<file path="config.mk">
export PLATFORM = sky130hd
export DESIGN_NAME = semicolon_field_message_parser
export DESIGN_NICKNAME = d
export VERILOG_FILES = /design/src/hw/rtl/sfmp_pkg.sv /design/src/hw/rtl/sfmp_ram.sv /design/src/hw/rtl/sfmp_ctrl.sv /design/src/hw/rtl/sfmp_datapath.sv /design/src/hw/rtl/semicolon_field_message_parser.sv
export VERILOG_INCLUDE_DIRS = /design/src /design/src/hw/rtl
export SDC_FILE = /design/constraint.sdc
export NUM_CORES = 1
export LEC_CHECK = 0
export BUFFER_PORTS_ARGS = -buffer_cell sky130_fd_sc_hd__buf_2
export CAP_MARGIN = 25
export CORE_AREA = 2 2 263 161
export CTS_CLUSTER_SIZE = 8
export DETAILED_ROUTE_END_ITERATION = 12
export DIE_AREA = 0 0 265 163
export GPL_TIMING_DRIVEN = 0
export MAX_ROUTING_LAYER = met4
export PLACE_DENSITY = 0.79
export SYNTH_ARGS = -nofsm -noshare
export SYNTH_HDL_FRONTEND = slang
export SYNTH_SLANG_ARGS = --single-unit
</file>
<file path="constraint.sdc">
create_clock -name aclk -period 7.1 [get_ports aclk]
set_clock_uncertainty 0.2 [all_clocks]
set_input_delay 0.71 -clock aclk [delete_from_list [all_inputs] [get_ports aclk]]
set_output_delay 0.71 -clock aclk [all_outputs]
set_load 0.05 [all_outputs]
</file>
<file path="src/hw/rtl/semicolon_field_message_parser_macros.svh">
// Assertion macros for the semicolon field message parser.
// Define ASSERT_OFF to compile the checks out.
`ifndef SEMICOLON_FIELD_MESSAGE_PARSER_MACROS_SVH
`define SEMICOLON_FIELD_MESSAGE_PARSER_MACROS_SVH
`ifndef ASSERT_OFF
// prop must hold at every clock edge outside reset
`define SFMP_ASSERT(label, clk, rstn, prop) \
    label: assert property (@(posedge clk) disable iff (!rstn) (prop)) \
        else $error("sfmp assertion failed");
// cond must never be true outside reset
`define SFMP_ASSERT_NEVER(label, clk, rstn, cond) \
    label: assert property (@(posedge clk) disable iff (!rstn) !(cond)) \
        else $error("sfmp forbidden condition seen");
`else
`define SFMP_ASSERT(label, clk, rstn, prop)
`define SFMP_ASSERT_NEVER(label, clk, rstn, cond)
`endif
`endif

</file>
<file path="src/hw/rtl/sfmp_pkg.sv">
`timescale 1ns / 1ps
package sfmp_pkg;

    localparam int unsigned VALUE_W    = 32;
    localparam int unsigned STATUS_W   = 3;
    localparam int unsigned NAME_LEN_W = 6;
    localparam int unsigned FIELDS     = 4;
    localparam int unsigned MIN_NAME   = 3;

    localparam logic [7:0] CHAR_SEMI  = 8'h3B;
    localparam logic [7:0] CHAR_PLUS  = 8'h2B;
    localparam logic [7:0] CHAR_MINUS = 8'h2D;
    localparam logic [7:0] CHAR_SPACE = 8'h20;
    localparam logic [7:0] CHAR_TAB   = 8'h09;
    localparam logic [7:0] CHAR_CR    = 8'h0D;
    localparam logic [7:0] CHAR_ZERO  = 8'h30;
    localparam logic [7:0] CHAR_NINE  = 8'h39;

    localparam logic [STATUS_W-1:0] STATUS_OK       = 3'd0;
    localparam logic [STATUS_W-1:0] STATUS_NULL     = 3'd1;
    localparam logic [STATUS_W-1:0] STATUS_OVERSIZE = 3'd2;
    localparam logic [STATUS_W-1:0] STATUS_NAME     = 3'd3;
    localparam logic [STATUS_W-1:0] STATUS_NAME_OVF = 3'd7;

    localparam logic [VALUE_W-1:0] MAG_LIMIT = 32'h8000_0000;
    localparam logic [VALUE_W-1:0] POS_MAX   = 32'h7FFF_FFFF;

    typedef enum logic [1:0] {
        CS_RUN,
        CS_FETCH,
        CS_LOAD
    } sfmp_state_t;

    typedef enum logic [1:0] {
        PH_SKIP,
        PH_DIGITS,
        PH_DONE
    } sfmp_phase_t;

    // controller -> datapath
    typedef struct packed {
        logic byte_step;    // parse one accepted non-null byte
        logic end_capture;  // message ends on this item
        logic name_rd;      // read name buffer at current index
        logic name_load;    // load name byte into output register
        logic sum_load;     // load summary, clear message state
    } sfmp_cmd_t;

    // datapath -> controller
    typedef struct packed {
        logic names_left;
    } sfmp_stat_t;

    function automatic logic is_space(input logic [7:0] c);
        return (c == CHAR_SPACE) || ((c >= CHAR_TAB) && (c <= CHAR_CR));
    endfunction

    function automatic logic [VALUE_W-1:0] number_value(input logic neg,
                                                       input logic [VALUE_W-1:0] mag);
        if (neg) begin
            return VALUE_W'(0) - mag;
        end
        return (mag > POS_MAX) ? POS_MAX : mag;
    endfunction

endpackage

</file>
<file path="src/hw/rtl/sfmp_ram.sv">
`timescale 1ns / 1ps
module sfmp_ram #(
    parameter int unsigned WIDTH = 8,
    parameter int unsigned DEPTH = 32
) (
    input  logic                     aclk,
    input  logic                     we,
    input  logic [$clog2(DEPTH)-1:0] waddr,
    input  logic [WIDTH-1:0]         wdata,
    input  logic                     re,
    input  logic [$clog2(DEPTH)-1:0] raddr,
    output logic [WIDTH-1:0]         rdata
);

    logic [WIDTH-1:0] mem [DEPTH];
    logic [WIDTH-1:0] rdata_reg;

    always_ff @(posedge aclk) begin
        if (we) begin
            mem[waddr] <= wdata;
        end
        if (re) begin
            rdata_reg <= mem[raddr];
        end
    end

    assign rdata = rdata_reg;

endmodule

</file>
<file path="src/hw/rtl/sfmp_ctrl.sv">
`timescale 1ns / 1ps
`include "semicolon_field_message_parser_macros.svh"
module sfmp_ctrl (
    input  logic                aclk,
    input  logic                aresetn,
    input  logic                s_valid,
    output logic                s_ready,
    input  logic                s_end_of_message,
    input  logic                s_null_message,
    output logic                m_valid,
    input  logic                m_ready,
    output sfmp_pkg::sfmp_cmd_t cmd,
    input  sfmp_pkg::sfmp_stat_t stat
);
    import sfmp_pkg::*;

    sfmp_state_t state_reg, state_next;
    logic        m_valid_reg, m_valid_next;
    logic        out_free;

    assign out_free = !m_valid_reg || m_ready;

    always_ff @(posedge aclk) begin
        if (!aresetn) begin
            state_reg   <= CS_RUN;
            m_valid_reg <= 1'b0;
        end else begin
            state_reg   <= state_next;
            m_valid_reg <= m_valid_next;
        end
    end

    // ready is high throughout CS_RUN, so valid alone marks an accepted item
    always_comb begin
        state_next = state_reg;
        s_ready    = 1'b0;
        cmd        = '0;
        case (state_reg)
            CS_RUN: begin
                s_ready = 1'b1;
                cmd.byte_step   = s_valid && !s_null_message;
                cmd.end_capture = s_valid && (s_null_message || s_end_of_message);
                if (cmd.end_capture) begin
                    state_next = CS_FETCH;
                end
            end
            CS_FETCH: begin
                if (stat.names_left) begin
                    cmd.name_rd = 1'b1;
                    state_next  = CS_LOAD;
                end else if (out_free) begin
                    cmd.sum_load = 1'b1;
                    state_next   = CS_RUN;
                end
            end
            CS_LOAD: begin
                if (out_free) begin
                    cmd.name_load = 1'b1;
                    state_next    = CS_FETCH;
                end
            end
            default: begin
                state_next = CS_RUN;
            end
        endcase
    end

    always_comb begin
        if (cmd.name_load || cmd.sum_load) begin
            m_valid_next = 1'b1;
        end else if (m_ready) begin
            m_valid_next = 1'b0;
        end else begin
            m_valid_next = m_valid_reg;
        end
    end

    assign m_valid = m_valid_reg;

    `SFMP_ASSERT_NEVER(a_load_into_busy, aclk, aresetn, (cmd.name_load || cmd.sum_load) && !out_free)
    `SFMP_ASSERT(a_sum_returns_run, aclk, aresetn, cmd.sum_load |=> s_ready)
    `SFMP_ASSERT(a_read_then_load, aclk, aresetn, cmd.name_rd |=> (state_reg == CS_LOAD))

endmodule

</file>
<file path="src/hw/rtl/sfmp_datapath.sv">
`timescale 1ns / 1ps
`include "semicolon_field_message_parser_macros.svh"
module sfmp_datapath #(
    parameter int unsigned MAX_MESSAGE = 1024,
    parameter int unsigned NAME_BYTES  = 32
) (
    input  logic                                 aclk,
    input  logic                                 aresetn,
    input  sfmp_pkg::sfmp_cmd_t                  cmd,
    output sfmp_pkg::sfmp_stat_t                 stat,
    input  logic [7:0]                           s_byte_in,
    input  logic                                 s_null_message,
    output logic                                 m_kind,
    output logic [7:0]                           m_name_char,
    output logic [sfmp_pkg::STATUS_W-1:0]        m_status,
    output logic signed [sfmp_pkg::VALUE_W-1:0]  m_employee,
    output logic signed [sfmp_pkg::VALUE_W-1:0]  m_job,
    output logic signed [sfmp_pkg::VALUE_W-1:0]  m_company,
    output logic [sfmp_pkg::NAME_LEN_W-1:0]      m_name_length,
    output logic                                 m_run_last
);
    import sfmp_pkg::*;

    localparam int unsigned BC_W = $clog2(MAX_MESSAGE + 2);
    localparam int unsigned FL_W = $clog2(NAME_BYTES + 2);  // saturates at NAME_BYTES+1
    localparam int unsigned K_W  = $clog2(NAME_BYTES + 1);
    localparam int unsigned AW   = $clog2(NAME_BYTES);
    localparam int unsigned MW   = VALUE_W + 4;

    // message state
    logic [BC_W-1:0]     byte_count_reg, byte_count_next;
    logic [2:0]          field_index_reg, field_index_next;
    logic [FL_W-1:0]     field_length_reg, field_length_next;
    sfmp_phase_t         phase_reg, phase_next;
    logic                neg_reg, neg_next;
    logic [VALUE_W-1:0]  acc_reg, acc_next;
    logic [VALUE_W-1:0]  employee_reg, employee_next;
    logic [VALUE_W-1:0]  job_reg, job_next;
    logic [VALUE_W-1:0]  company_reg, company_next;
    logic [K_W-1:0]      stored_len_reg, stored_len_next;
    logic [STATUS_W-1:0] err_reg, err_next;
    logic                ovf_reg, ovf_next;
    logic                null_reg, null_next;
    logic [K_W-1:0]      k_reg, k_next;

    // output register payload
    logic                kind_reg;
    logic [7:0]          char_reg;
    logic [STATUS_W-1:0] status_reg;
    logic [VALUE_W-1:0]  emp_out_reg, job_out_reg, comp_out_reg;
    logic [NAME_LEN_W-1:0] len_out_reg;
    logic                last_reg;

    logic                ram_we;
    logic [7:0]          ram_rdata;

    logic                is_digit, is_sign, is_ws;
    logic [MW-1:0]       acc_wide, acc_prod;
    logic [VALUE_W-1:0]  acc_step;
    logic [VALUE_W-1:0]  cur_value;
    logic [STATUS_W-1:0] status_now;
    logic [K_W-1:0]      emit_len;

    assign is_digit = (s_byte_in >= CHAR_ZERO) && (s_byte_in <= CHAR_NINE);
    assign is_sign  = (s_byte_in == CHAR_PLUS) || (s_byte_in == CHAR_MINUS);
    assign is_ws    = is_space(s_byte_in);

    // acc*10 + digit, clamped to 2^31
    assign acc_wide = MW'(acc_reg);
    assign acc_prod = (acc_wide << 3) + (acc_wide << 1) + MW'(s_byte_in - CHAR_ZERO);
    assign acc_step = (acc_prod > MW'(MAG_LIMIT)) ? MAG_LIMIT : acc_prod[VALUE_W-1:0];

    assign cur_value = number_value(neg_reg, acc_reg);

    always_comb begin
        if (null_reg) begin
            status_now = STATUS_NULL;
        end else if (byte_count_reg > BC_W'(MAX_MESSAGE)) begin
            status_now = STATUS_OVERSIZE;
        end else if (err_reg != STATUS_OK) begin
            status_now = err_reg;
        end else if (field_index_reg < 3'(FIELDS)) begin
            status_now = STATUS_NAME + field_index_reg;
        end else begin
            status_now = ovf_reg ? STATUS_NAME_OVF : STATUS_OK;
        end
    end

    assign emit_len = (!null_reg && (status_now != STATUS_OVERSIZE) && (field_index_reg != 3'd0))
                      ? stored_len_reg : K_W'(0);
    assign stat.names_left = k_reg < emit_len;

    always_comb begin
        byte_count_next   = byte_count_reg;
        field_index_next  = field_index_reg;
        field_length_next = field_length_reg;
        phase_next        = phase_reg;
        neg_next          = neg_reg;
        acc_next          = acc_reg;
        employee_next     = employee_reg;
        job_next          = job_reg;
        company_next      = company_reg;
        stored_len_next   = stored_len_reg;
        err_next          = err_reg;
        ovf_next          = ovf_reg;
        null_next         = null_reg;
        k_next            = k_reg;
        ram_we            = 1'b0;
        if (cmd.sum_load) begin
            byte_count_next   = '0;
            field_index_next  = '0;
            field_length_next = '0;
            phase_next        = PH_SKIP;
            neg_next          = 1'b0;
            acc_next          = '0;
            employee_next     = '0;
            job_next          = '0;
            company_next      = '0;
            stored_len_next   = '0;
            err_next          = STATUS_OK;
            ovf_next          = 1'b0;
            null_next         = 1'b0;
            k_next            = '0;
        end else begin
            if (cmd.end_capture) begin
                null_next = s_null_message;
            end
            if (cmd.name_load) begin
                k_next = k_reg + K_W'(1);
            end
            if (cmd.byte_step) begin
                if (byte_count_reg <= BC_W'(MAX_MESSAGE)) begin
                    byte_count_next = byte_count_reg + BC_W'(1);
                end
                if ((err_reg == STATUS_OK) && (field_index_reg < 3'(FIELDS))) begin
                    if (s_byte_in == CHAR_SEMI) begin
                        if (field_index_reg == 3'd0) begin
                            if (field_length_reg < FL_W'(MIN_NAME)) begin
                                err_next = STATUS_NAME;
                            end else begin
                                stored_len_next = (field_length_reg > FL_W'(NAME_BYTES))
                                                  ? K_W'(NAME_BYTES) : K_W'(field_length_reg);
                                ovf_next = field_length_reg > FL_W'(NAME_BYTES);
                            end
                        end else if (field_length_reg == '0) begin
                            err_next = STATUS_NAME + field_index_reg;
                        end else begin
                            case (field_index_reg)
                                3'd1:    employee_next = cur_value;
                                3'd2:    job_next      = cur_value;
                                default: company_next  = cur_value;
                            endcase
                        end
                        // advance to next field unless this terminator failed
                        if (err_next == STATUS_OK) begin
                            field_index_next  = field_index_reg + 3'd1;
                            field_length_next = '0;
                            phase_next        = PH_SKIP;
                            neg_next          = 1'b0;
                            acc_next          = '0;
                        end
                    end else begin
                        if (field_index_reg == 3'd0) begin
                            ram_we = field_length_reg < FL_W'(NAME_BYTES);
                        end else begin
                            case (phase_reg)
                                PH_SKIP: begin
                                    if (is_sign) begin
                                        neg_next   = s_byte_in == CHAR_MINUS;
                                        phase_next = PH_DIGITS;
                                    end else if (!is_ws) begin
                                        if (is_digit) begin
                                            acc_next   = acc_step;
                                            phase_next = PH_DIGITS;
                                        end else begin
                                            phase_next = PH_DONE;
                                        end
                                    end
                                end
                                PH_DIGITS: begin
                                    if (is_digit) begin
                                        acc_next = acc_step;
                                    end else begin
                                        phase_next = PH_DONE;
                                    end
                                end
                                default: begin
                                    phase_next = phase_reg;
                                end
                            endcase
                        end
                        if (field_length_reg <= FL_W'(NAME_BYTES)) begin
                            field_length_next = field_length_reg + FL_W'(1);
                        end
                    end
                end
            end
        end
    end

    always_ff @(posedge aclk) begin
        if (!aresetn) begin
            byte_count_reg   <= '0;
            field_index_reg  <= '0;
            field_length_reg <= '0;
            phase_reg        <= PH_SKIP;
            neg_reg          <= 1'b0;
            acc_reg          <= '0;
            employee_reg     <= '0;
            job_reg          <= '0;
            company_reg      <= '0;
            stored_len_reg   <= '0;
            err_reg          <= STATUS_OK;
            ovf_reg          <= 1'b0;
            null_reg         <= 1'b0;
            k_reg            <= '0;
        end else begin
            byte_count_reg   <= byte_count_next;
            field_index_reg  <= field_index_next;
            field_length_reg <= field_length_next;
            phase_reg        <= phase_next;
            neg_reg          <= neg_next;
            acc_reg          <= acc_next;
            employee_reg     <= employee_next;
            job_reg          <= job_next;
            company_reg      <= company_next;
            stored_len_reg   <= stored_len_next;
            err_reg          <= err_next;
            ovf_reg          <= ovf_next;
            null_reg         <= null_next;
            k_reg            <= k_next;
        end
    end

    // output register payload, no reset
    always_ff @(posedge aclk) begin
        if (cmd.name_load) begin
            kind_reg     <= 1'b0;
            char_reg     <= ram_rdata;
            status_reg   <= STATUS_OK;
            emp_out_reg  <= '0;
            job_out_reg  <= '0;
            comp_out_reg <= '0;
            len_out_reg  <= '0;
            last_reg     <= 1'b0;
        end else if (cmd.sum_load) begin
            kind_reg     <= 1'b1;
            char_reg     <= '0;
            status_reg   <= status_now;
            emp_out_reg  <= employee_reg;
            job_out_reg  <= job_reg;
            comp_out_reg <= company_reg;
            len_out_reg  <= NAME_LEN_W'(k_reg);
            last_reg     <= 1'b1;
        end
    end

    sfmp_ram #(
        .WIDTH(8),
        .DEPTH(NAME_BYTES)
    ) u_name_ram (
        .aclk (aclk),
        .we   (ram_we),
        .waddr(field_length_reg[AW-1:0]),
        .wdata(s_byte_in),
        .re   (cmd.name_rd),
        .raddr(k_reg[AW-1:0]),
        .rdata(ram_rdata)
    );

    assign m_kind        = kind_reg;
    assign m_name_char   = char_reg;
    assign m_status      = status_reg;
    assign m_employee    = $signed(emp_out_reg);
    assign m_job         = $signed(job_out_reg);
    assign m_company     = $signed(comp_out_reg);
    assign m_name_length = len_out_reg;
    assign m_run_last    = last_reg;

    `SFMP_ASSERT(a_sum_clears, aclk, aresetn, cmd.sum_load |=> ((byte_count_reg == '0) && (field_index_reg == '0)))
    `SFMP_ASSERT(a_err_sticky, aclk, aresetn, ((err_reg != STATUS_OK) && !cmd.sum_load) |=> (err_reg == $past(err_reg)))
    `SFMP_ASSERT(a_load_in_range, aclk, aresetn, cmd.name_load |-> (k_reg < emit_len))

endmodule

</file>
<file path="src/hw/rtl/semicolon_field_message_parser.sv">
`timescale 1ns / 1ps
// Semicolon field message parser. A message streams in one byte per item:
// a name and three decimal integers (employee, job, company), each closed
// by ';'. Integers follow atoi rules (leading whitespace, optional sign,
// digits up to the first non-digit, clamped to 32 bits). Every non-final
// byte is accepted without stalling and yields no result. On the final byte (or a
// null-message item) the block stops taking input and emits the stored
// name bytes, then one summary item with status and values; each name byte
// is a name buffer read (registered) followed by an output load, and any
// output stall holds the burst. Input is taken again the cycle after the
// summary enters the output register, even while it waits to be taken.
module semicolon_field_message_parser #(
    parameter int unsigned MAX_MESSAGE = 1024,  // longer messages report oversize
    parameter int unsigned NAME_BYTES  = 32     // name buffer depth, 3..63
) (
    input  logic                                 aclk,
    input  logic                                 aresetn,
    // byte input
    input  logic                                 s_valid,
    output logic                                 s_ready,
    input  logic [7:0]                           s_byte_in,
    input  logic                                 s_end_of_message,
    input  logic                                 s_null_message,
    // results
    output logic                                 m_valid,
    input  logic                                 m_ready,
    output logic                                 m_kind,
    output logic [7:0]                           m_name_char,
    output logic [sfmp_pkg::STATUS_W-1:0]        m_status,
    output logic signed [sfmp_pkg::VALUE_W-1:0]  m_employee,
    output logic signed [sfmp_pkg::VALUE_W-1:0]  m_job,
    output logic signed [sfmp_pkg::VALUE_W-1:0]  m_company,
    output logic [sfmp_pkg::NAME_LEN_W-1:0]      m_name_length,
    output logic                                 m_run_last
);
    import sfmp_pkg::*;

    sfmp_cmd_t  cmd;
    sfmp_stat_t stat;

    // Sequencer: byte intake, then name burst, then summary.
    sfmp_ctrl u_ctrl (
        .aclk            (aclk),
        .aresetn         (aresetn),
        .s_valid         (s_valid),
        .s_ready         (s_ready),
        .s_end_of_message(s_end_of_message),
        .s_null_message  (s_null_message),
        .m_valid         (m_valid),
        .m_ready         (m_ready),
        .cmd             (cmd),
        .stat            (stat)
    );

    // Field parsing, integer conversion, name buffer and output payload.
    sfmp_datapath #(
        .MAX_MESSAGE(MAX_MESSAGE),
        .NAME_BYTES (NAME_BYTES)
    ) u_datapath (
        .aclk         (aclk),
        .aresetn      (aresetn),
        .cmd          (cmd),
        .stat         (stat),
        .s_byte_in    (s_byte_in),
        .s_null_message(s_null_message),
        .m_kind       (m_kind),
        .m_name_char  (m_name_char),
        .m_status     (m_status),
        .m_employee   (m_employee),
        .m_job        (m_job),
        .m_company    (m_company),
        .m_name_length(m_name_length),
        .m_run_last   (m_run_last)
    );

endmodule
</file>
==> results of run 1 <==
[layout make-up]
class                      count  area (um^2)
tap                          540          676
clock inverter                 8          144
inverter                      47          176
sequential                   549        13700
antenna                        1         2.50
clock buffer                 105         2050
multi-input combinational   1508        10100
fill                        2853        12900
timing repair buffer         132          689
buffer                       132          622
[cells in the final DEF, fill, tap and decap left out, types with 5 or more instances in the layout]
master / count
buf_6: 9
buf_2: 132
buf_1: 19
nor4_1: 8
a31oi_1: 18
clkbuf_1: 116
xor2_1: 26
buf_4: 9
nor3_1: 32
o21a_1: 13
a211oi_1: 24
ha_1: 60
nand3_1: 22
mux2i_1: 12
edfxtp_1: 272
nor2b_1: 13
and2_1: 14
mux4_2: 80
mux2_2: 11
dfxtp_1: 277
xnor2_1: 19
o31ai_1: 5
o21ai_2: 32
nor2_1: 161
fa_1: 31
a21oi_1: 265
nand4_1: 24
clkbuf_16: 78
nand2_1: 468
o211ai_1: 8
a21o_1: 11
o21ai_0: 34
o31a_1: 5
or4_1: 5
nand2b_1: 9
or3_1: 13
nor3b_1: 5
inv_1: 47
[worst paths after layout]
check | start | end | slack (ns) | cells after the start
worst max-delay path | s_byte_in[4] | u_datapath.acc_reg[13] | 1.26 | 17
worst min-delay path | s_null_message | u_datapath.null_reg | 0.22 | 3
worst max register to register | u_datapath.field_index_reg[0] | u_datapath.acc_reg[13] | 1.73 | 18
worst min register to register | u_datapath.m_job[31] | u_datapath.m_job[31] | 0.25 | 2
[per-stage QoR]
stage	instances	hold slack, ns
6_report	3022	0.223
5_1_grt	3022	0.243
4_1_cts	3021	0.205
3_5_place_dp	2908	0.244
3_3_place_gp	2906	0.236
2_1_floorplan	2236	0.232
[power by group through the flow]
stage	Sequential [mW]	Combinational, mW	Clock (mW)
finish	3.34	0.230	3.40
global route	3.34	0.246	3.53
CTS	3.34	0.224	3.39
detailed placement	3.40	0.220	0
global placement	3.40	0.210	0
floorplan	3.41	0.120	0
[worst max-delay path, delay by kind of cell]
kind / cells / cell delay, ns
fa+ha+maj: 3 / 1.32
compound gates: 4 / 0.82
simple gates: 6 / 1.90
buf+inv: 4 / 1.35
[layer usage]
| metal | vias to the layer above | track usage, % | routed length [um] |
|---|---|---|---|
| li1 | 8424 | - | - |
| met1 | 9206 | 47.6 | 29000 |
| met2 | 1225 | 46.4 | 29500 |
| met3 | 157 | 12.3 | 10500 |
| met4 | 0 | 9.35 | 1750 |
| met5 | - | - | 0 |
[cell families (layout without fill, tap and decap cells)]
group	Yosys count	after routing
adders and majority gates	92	92
DFF	549	549
muxes	103	103
other	0	1
xor gates and xnor gates	45	45
and+or+nand+nor	810	810
buffers and inverters	179	424
AOI/OAI and AO/OA	458	458
==> impl_metrics.ini, run 1 <==
[global_routing]
grtUsageTotal_pct = 33.9
grt_max_degree = 40
antenna_found_initial = 2
gr-total-overflow = 0
grt_pass1_wl_um = 107000
grt_pass1_vias = 18353

[setup_path]
cpPeakStageDelay_ns = 0.55
required_ns = 7.42
cp-end-kind = flop
crit_arrival_ns = 6.17
path_max_fanout = 38
critPathLaunchType = input port
crit_type = input port to flop
path_cells = buf_2, ha_1, or3_1, inv_1, buf_16, fa_1, ha_1, and4_4, nand4_4, or4b_4, o211ai_2, a221o_1, nor3_1, a311o_1, or4b_4, buf_6, o21ai_2
worst_path_max_delay_cell = inv_1

[layout]
top_register = u_datapath.u_name_ram.mem
largest_register_ffs = 256
final_util_pct = 68.7
drive_above_1_share_pct = 15.7
design_area_um2 = 28200
nets = 2553
syn2layout_area_growth_pct = 14.5

[power]
switching_power_mw = 1.56
seqPwrFrac_pct = 47.9
comb_power_share_pct = 3.3
power.total_mw = 6.97
power.density_nw_per_um2 = 247
vdd_drop_max_v = 0.000165
pwr-share-clk_pct = 48.8
leakagePower_nw = 10.1
internal_power_mw = 5.40
swShare_pct = 22.4

[clock_tree]
post_cts_resized = 0
cts_inserted_buffers = 78
cts_tree = yes
cts_root_buf = clkbuf_16
cts_setup_buffers = 0
cts.sinks = 549
cts_buffer_depth = 3
cts-hold-fix-buffers = 0
insertion_delay_ns = 0.61
htree_num_levels = 3
clk_pin_slew_ns = 0.05

[placed_design]
placedInstanceArea_um2 = 26000
numPortBuffers = 130
place_hpwl_um = 48900
place_ws_ns = 0.737
routabilityCongestion = 0.956

[yosys]
yosys.cell_types.count = 87
synth-simple-area-share_pct = 14.4
synth_cells = 2236
synth_xor_area_share_pct = 1.60
synth_top_family_by_area = simple AND/OR/NAND/NOR gates
synthArstFlopShare_pct = 0
yosysSeqAreaShare_pct = 55.6
yosys-top-cells-count = nand2_1 (468), dfxtp_1 (277), edfxtp_1 (272)
synth_edf_count = 272
syn_area_um2 = 24600
syn-num-nets = 2341
synth_mux_area_share_pct = 8.30
yosysMostFrequentCell = nand2_1
syn_area_per_cell_um2 = 11.0
synth_compound_area_share_pct = 11.2
ys_ff_latch = 549
yosys_most_used_dff = dfxtp_1
synth.yosys.warnings = 0
ys_top_cells_by_area = edfxtp_1 (33%), dfxtp_1 (22%), mux4_2 (7.3%)
yosysTopAreaCellShare_pct = 33.1
synthAdderAreaFrac_pct = 5.60
yosys.area.top_type = edfxtp_1

[hold_path]
min_path_type = input port to flop

[sta]
drv_slew = 0
slew_headroom_pct = 31.8
min_period_ns = 5.84
fmax_mhz = 171
rsz0062_at_grt = false
setup_violations = 0
tightest_slew_ns = 1.02
worst_slack_ns = 1.26
hold_viol = 0
period_share_pct = 82.3
final.setup.tns_ns = 0

[drt]
wl_per_cell_um = 23.4
drc = 0
drtAntennaViolNets = 0
viasPerCell = 6.29
num_vias = 19012
drt_iter0_markers = 2431
dr.pass1.iters = 6
wl_um = 70700

[die]
die_height_um = 163
coreArea_um2 = 41100
rows = 58
die_x_um = 265
die_area_um2 = 43200
io_pins = 131
start_util_pct = 60.0

[run_status]
status = finished clean

[job]
maxCapViolations = 0
Power figures use the tool's default switching activity.
==> inputs of run 2 (changes only) <==
CORE_AREA = 2 2 277 169   (was 2 2 263 161)
DIE_AREA = 0 0 279 171   (was 0 0 265 163)
PLACE_DENSITY = 0.75   (was 0.79)
clock period = 4.8 ns   (was 7.1 ns; I/O delays follow)
==> run 2 against run 1 <==
  * Sequential power is 48% higher
  * Via count fell by 0.15%
  * Sequential share of layout area shrank 0.93 points
  * Global-route usage down 3.9 points
  * First-iteration DRC count fell by 3.9%
  * Worst setup slack lost 1.2 ns
  * Power is 48% higher
  * Highest routed layer unchanged
  * Wire length is 0.84% higher
  * Non-clock buffer count grew 21
  * Cell count rose by 2.6%
==> impl_metrics.ini, run 2 (same netlist as run 1, synthesis figures left out) <==
[die]
die_area_um2 = 47700
io_pins = 131
coreArea_um2 = 45600
start_util_pct = 54.1
rows = 61
die_x_um = 279
die_height_um = 171

[layout]
largest_register_ffs = 256
syn2layout_area_growth_pct = 16.7
layout_common_cells = nand2_1 (467), dfxtp_1 (277), edfxtp_1 (272)
design_area_um2 = 28800
top_register = u_datapath.u_name_ram.mem
drive_above_1_share_pct = 17.1
nFillCells = 3456
layout_commonest_cell = nand2_1
nets = 2575

[sta]
tightest_slew_ns = 1.06
setup_violations = 0
period_share_pct = 98.3
min_period_ns = 4.72
slew_headroom_pct = 29.7
rsz0062_at_grt = true
fmax_mhz = 212
hold_viol = 0
drv_slew = 0

[setup_path]
required_ns = 5.13
path_max_fanout = 8
crit_arrival_ns = 5.05
crit_type = input port to flop
critPathLaunchType = input port
cp-end-kind = flop

[drt]
drc = 0
dr.pass1.iters = 6
drtAntennaViolNets = 0
wl_per_cell_um = 23.0
viasPerCell = 6.12
wl_um = 71300
drt_iter0_markers = 2336
num_vias = 18983

[global_routing]
grtUsageTotal_pct = 30.0
grt_max_degree = 40
grt_pass1_wl_um = 105000
antenna_found_initial = 1
gr-total-overflow = 0
grt_pass1_vias = 17756

[clock_tree]
cts.sinks = 549
clk_pin_slew_ns = 0.05
insertion_delay_ns = 0.60
htree_num_levels = 3
cts_tree = yes
cts_inserted_buffers = 78
cts_root_buf = clkbuf_16
cts_buffer_depth = 3

[power]
leakagePower_nw = 10.2
pwr-share-clk_pct = 48.7
seqPwrFrac_pct = 47.8
power.total_mw = 10.3
switching_power_mw = 2.28
comb_power_share_pct = 3.6
swShare_pct = 22.0
internal_power_mw = 8.07
power.density_nw_per_um2 = 360
vdd_drop_max_v = 0.000228

[job]
maxCapViolations = 0

[hold_path]
min_path_type = input port to flop

[placed_design]
placedInstanceArea_um2 = 26100
place_hpwl_um = 48700
routabilityCongestion = 0.973
numPortBuffers = 130

[run_status]
status = finished clean
-- run 2: timing repair --
action / 4_1_cts / 5_1_grt
cloned: 1 / 3
buffers inserted: 5 / 6
resized for setup: 14 / 35
endpoints found under the hold margin: 4 / 64
hold buffers: 3 / 4
pin swaps: 1 / 14
setup endpoints to repair: 138 / 152
-- run 2: final timing paths --
| check | from | end | slack, ns | cells past startpoint |
|---|---|---|---|---|
| max reg2reg | u_datapath.acc_reg[2] | u_datapath.acc_reg[1] | 0.12 | 12 |
| min | s_byte_in[7] | u_datapath.u_name_ram.mem[10][7] | 0.07 | 1 |
| max | s_byte_in[5] | u_datapath.acc_reg[1] | 0.08 | 18 |
| min reg2reg | u_datapath.m_name_length[2] | u_datapath.m_name_length[2] | 0.25 | 2 |
-- run 2: area by class of cell --
type / count / area (um^2) / share of cell area, %
Multi-Input combinational cell: 1508 / 10300 / 35.7
Clock buffer: 107 / 2100 / 7.31
Sequential cell: 549 / 13700 / 47.7
Timing Repair Buffer: 153 / 978 / 3.40
Clock inverter: 6 / 95.1 / 0.331
Tap cell: 598 / 748 / 2.60
Antenna cell: 1 / 2.50 / 0.00870
Inverter: 47 / 180 / 0.626
Buffer: 132 / 664 / 2.31
Timing Repair inverter: 1 / 7.51 / 0.0261
-- run 2: through the flow --
stage          utilization [%]  instances  setup WS, ns  setup TNS [ns]  hold slack, ns
6_report                  63.1       3102        0.0798               0          0.0734
5_1_grt                   63.1       3102       -0.0666           -1.22          0.0628
4_1_cts                   62.4       3086        0.0704               0          0.0639
3_5_place_dp              57.3       2964         -1.46          -53.45           0.247
3_3_place_gp              57.3       2964         -1.34          -43.42           0.241
2_1_floorplan                -       2236       -0.0388           -1.16           0.232
-- run 2: routing by layer --
metal  up-vias  track usage [%]  routed length [um]
li1       8457                -                   -
met4         0             8.11                1400
met3       133             10.9               10000
met5         -                -                   0
met1      9255             43.7               31400
met2      1138             39.1               28500
-- run 2: power groups by stage --
stage          combinational [mW]  clock, mW  sequential, mW
2_1_floorplan               0.181          0            5.05
3_3_place_gp                0.313          0            5.03
3_5_place_dp                0.323          0            5.03
4_1_cts                     0.339       5.05            4.94
5_1_grt                     0.394       5.28            4.94
6_report                    0.369       5.03            4.94
-- run 2: worst max-delay path: stages --
cell	delay [ns]
buf_16	0.13
ha_4	0.16
or3_4	0.43
clkinvlp_4	0.15
buf_12	0.15
fa_2	0.47
ha_4	0.29
buf_6	0.11
and4_4	0.27
nand4_4	0.09
or4b_4	0.56
o211ai_4	0.12
a221o_1	0.18
nor3_1	0.05
a311o_1	0.40
or4b_4	0.66
clkbuf_16	0.21
o21ai_2	0.11
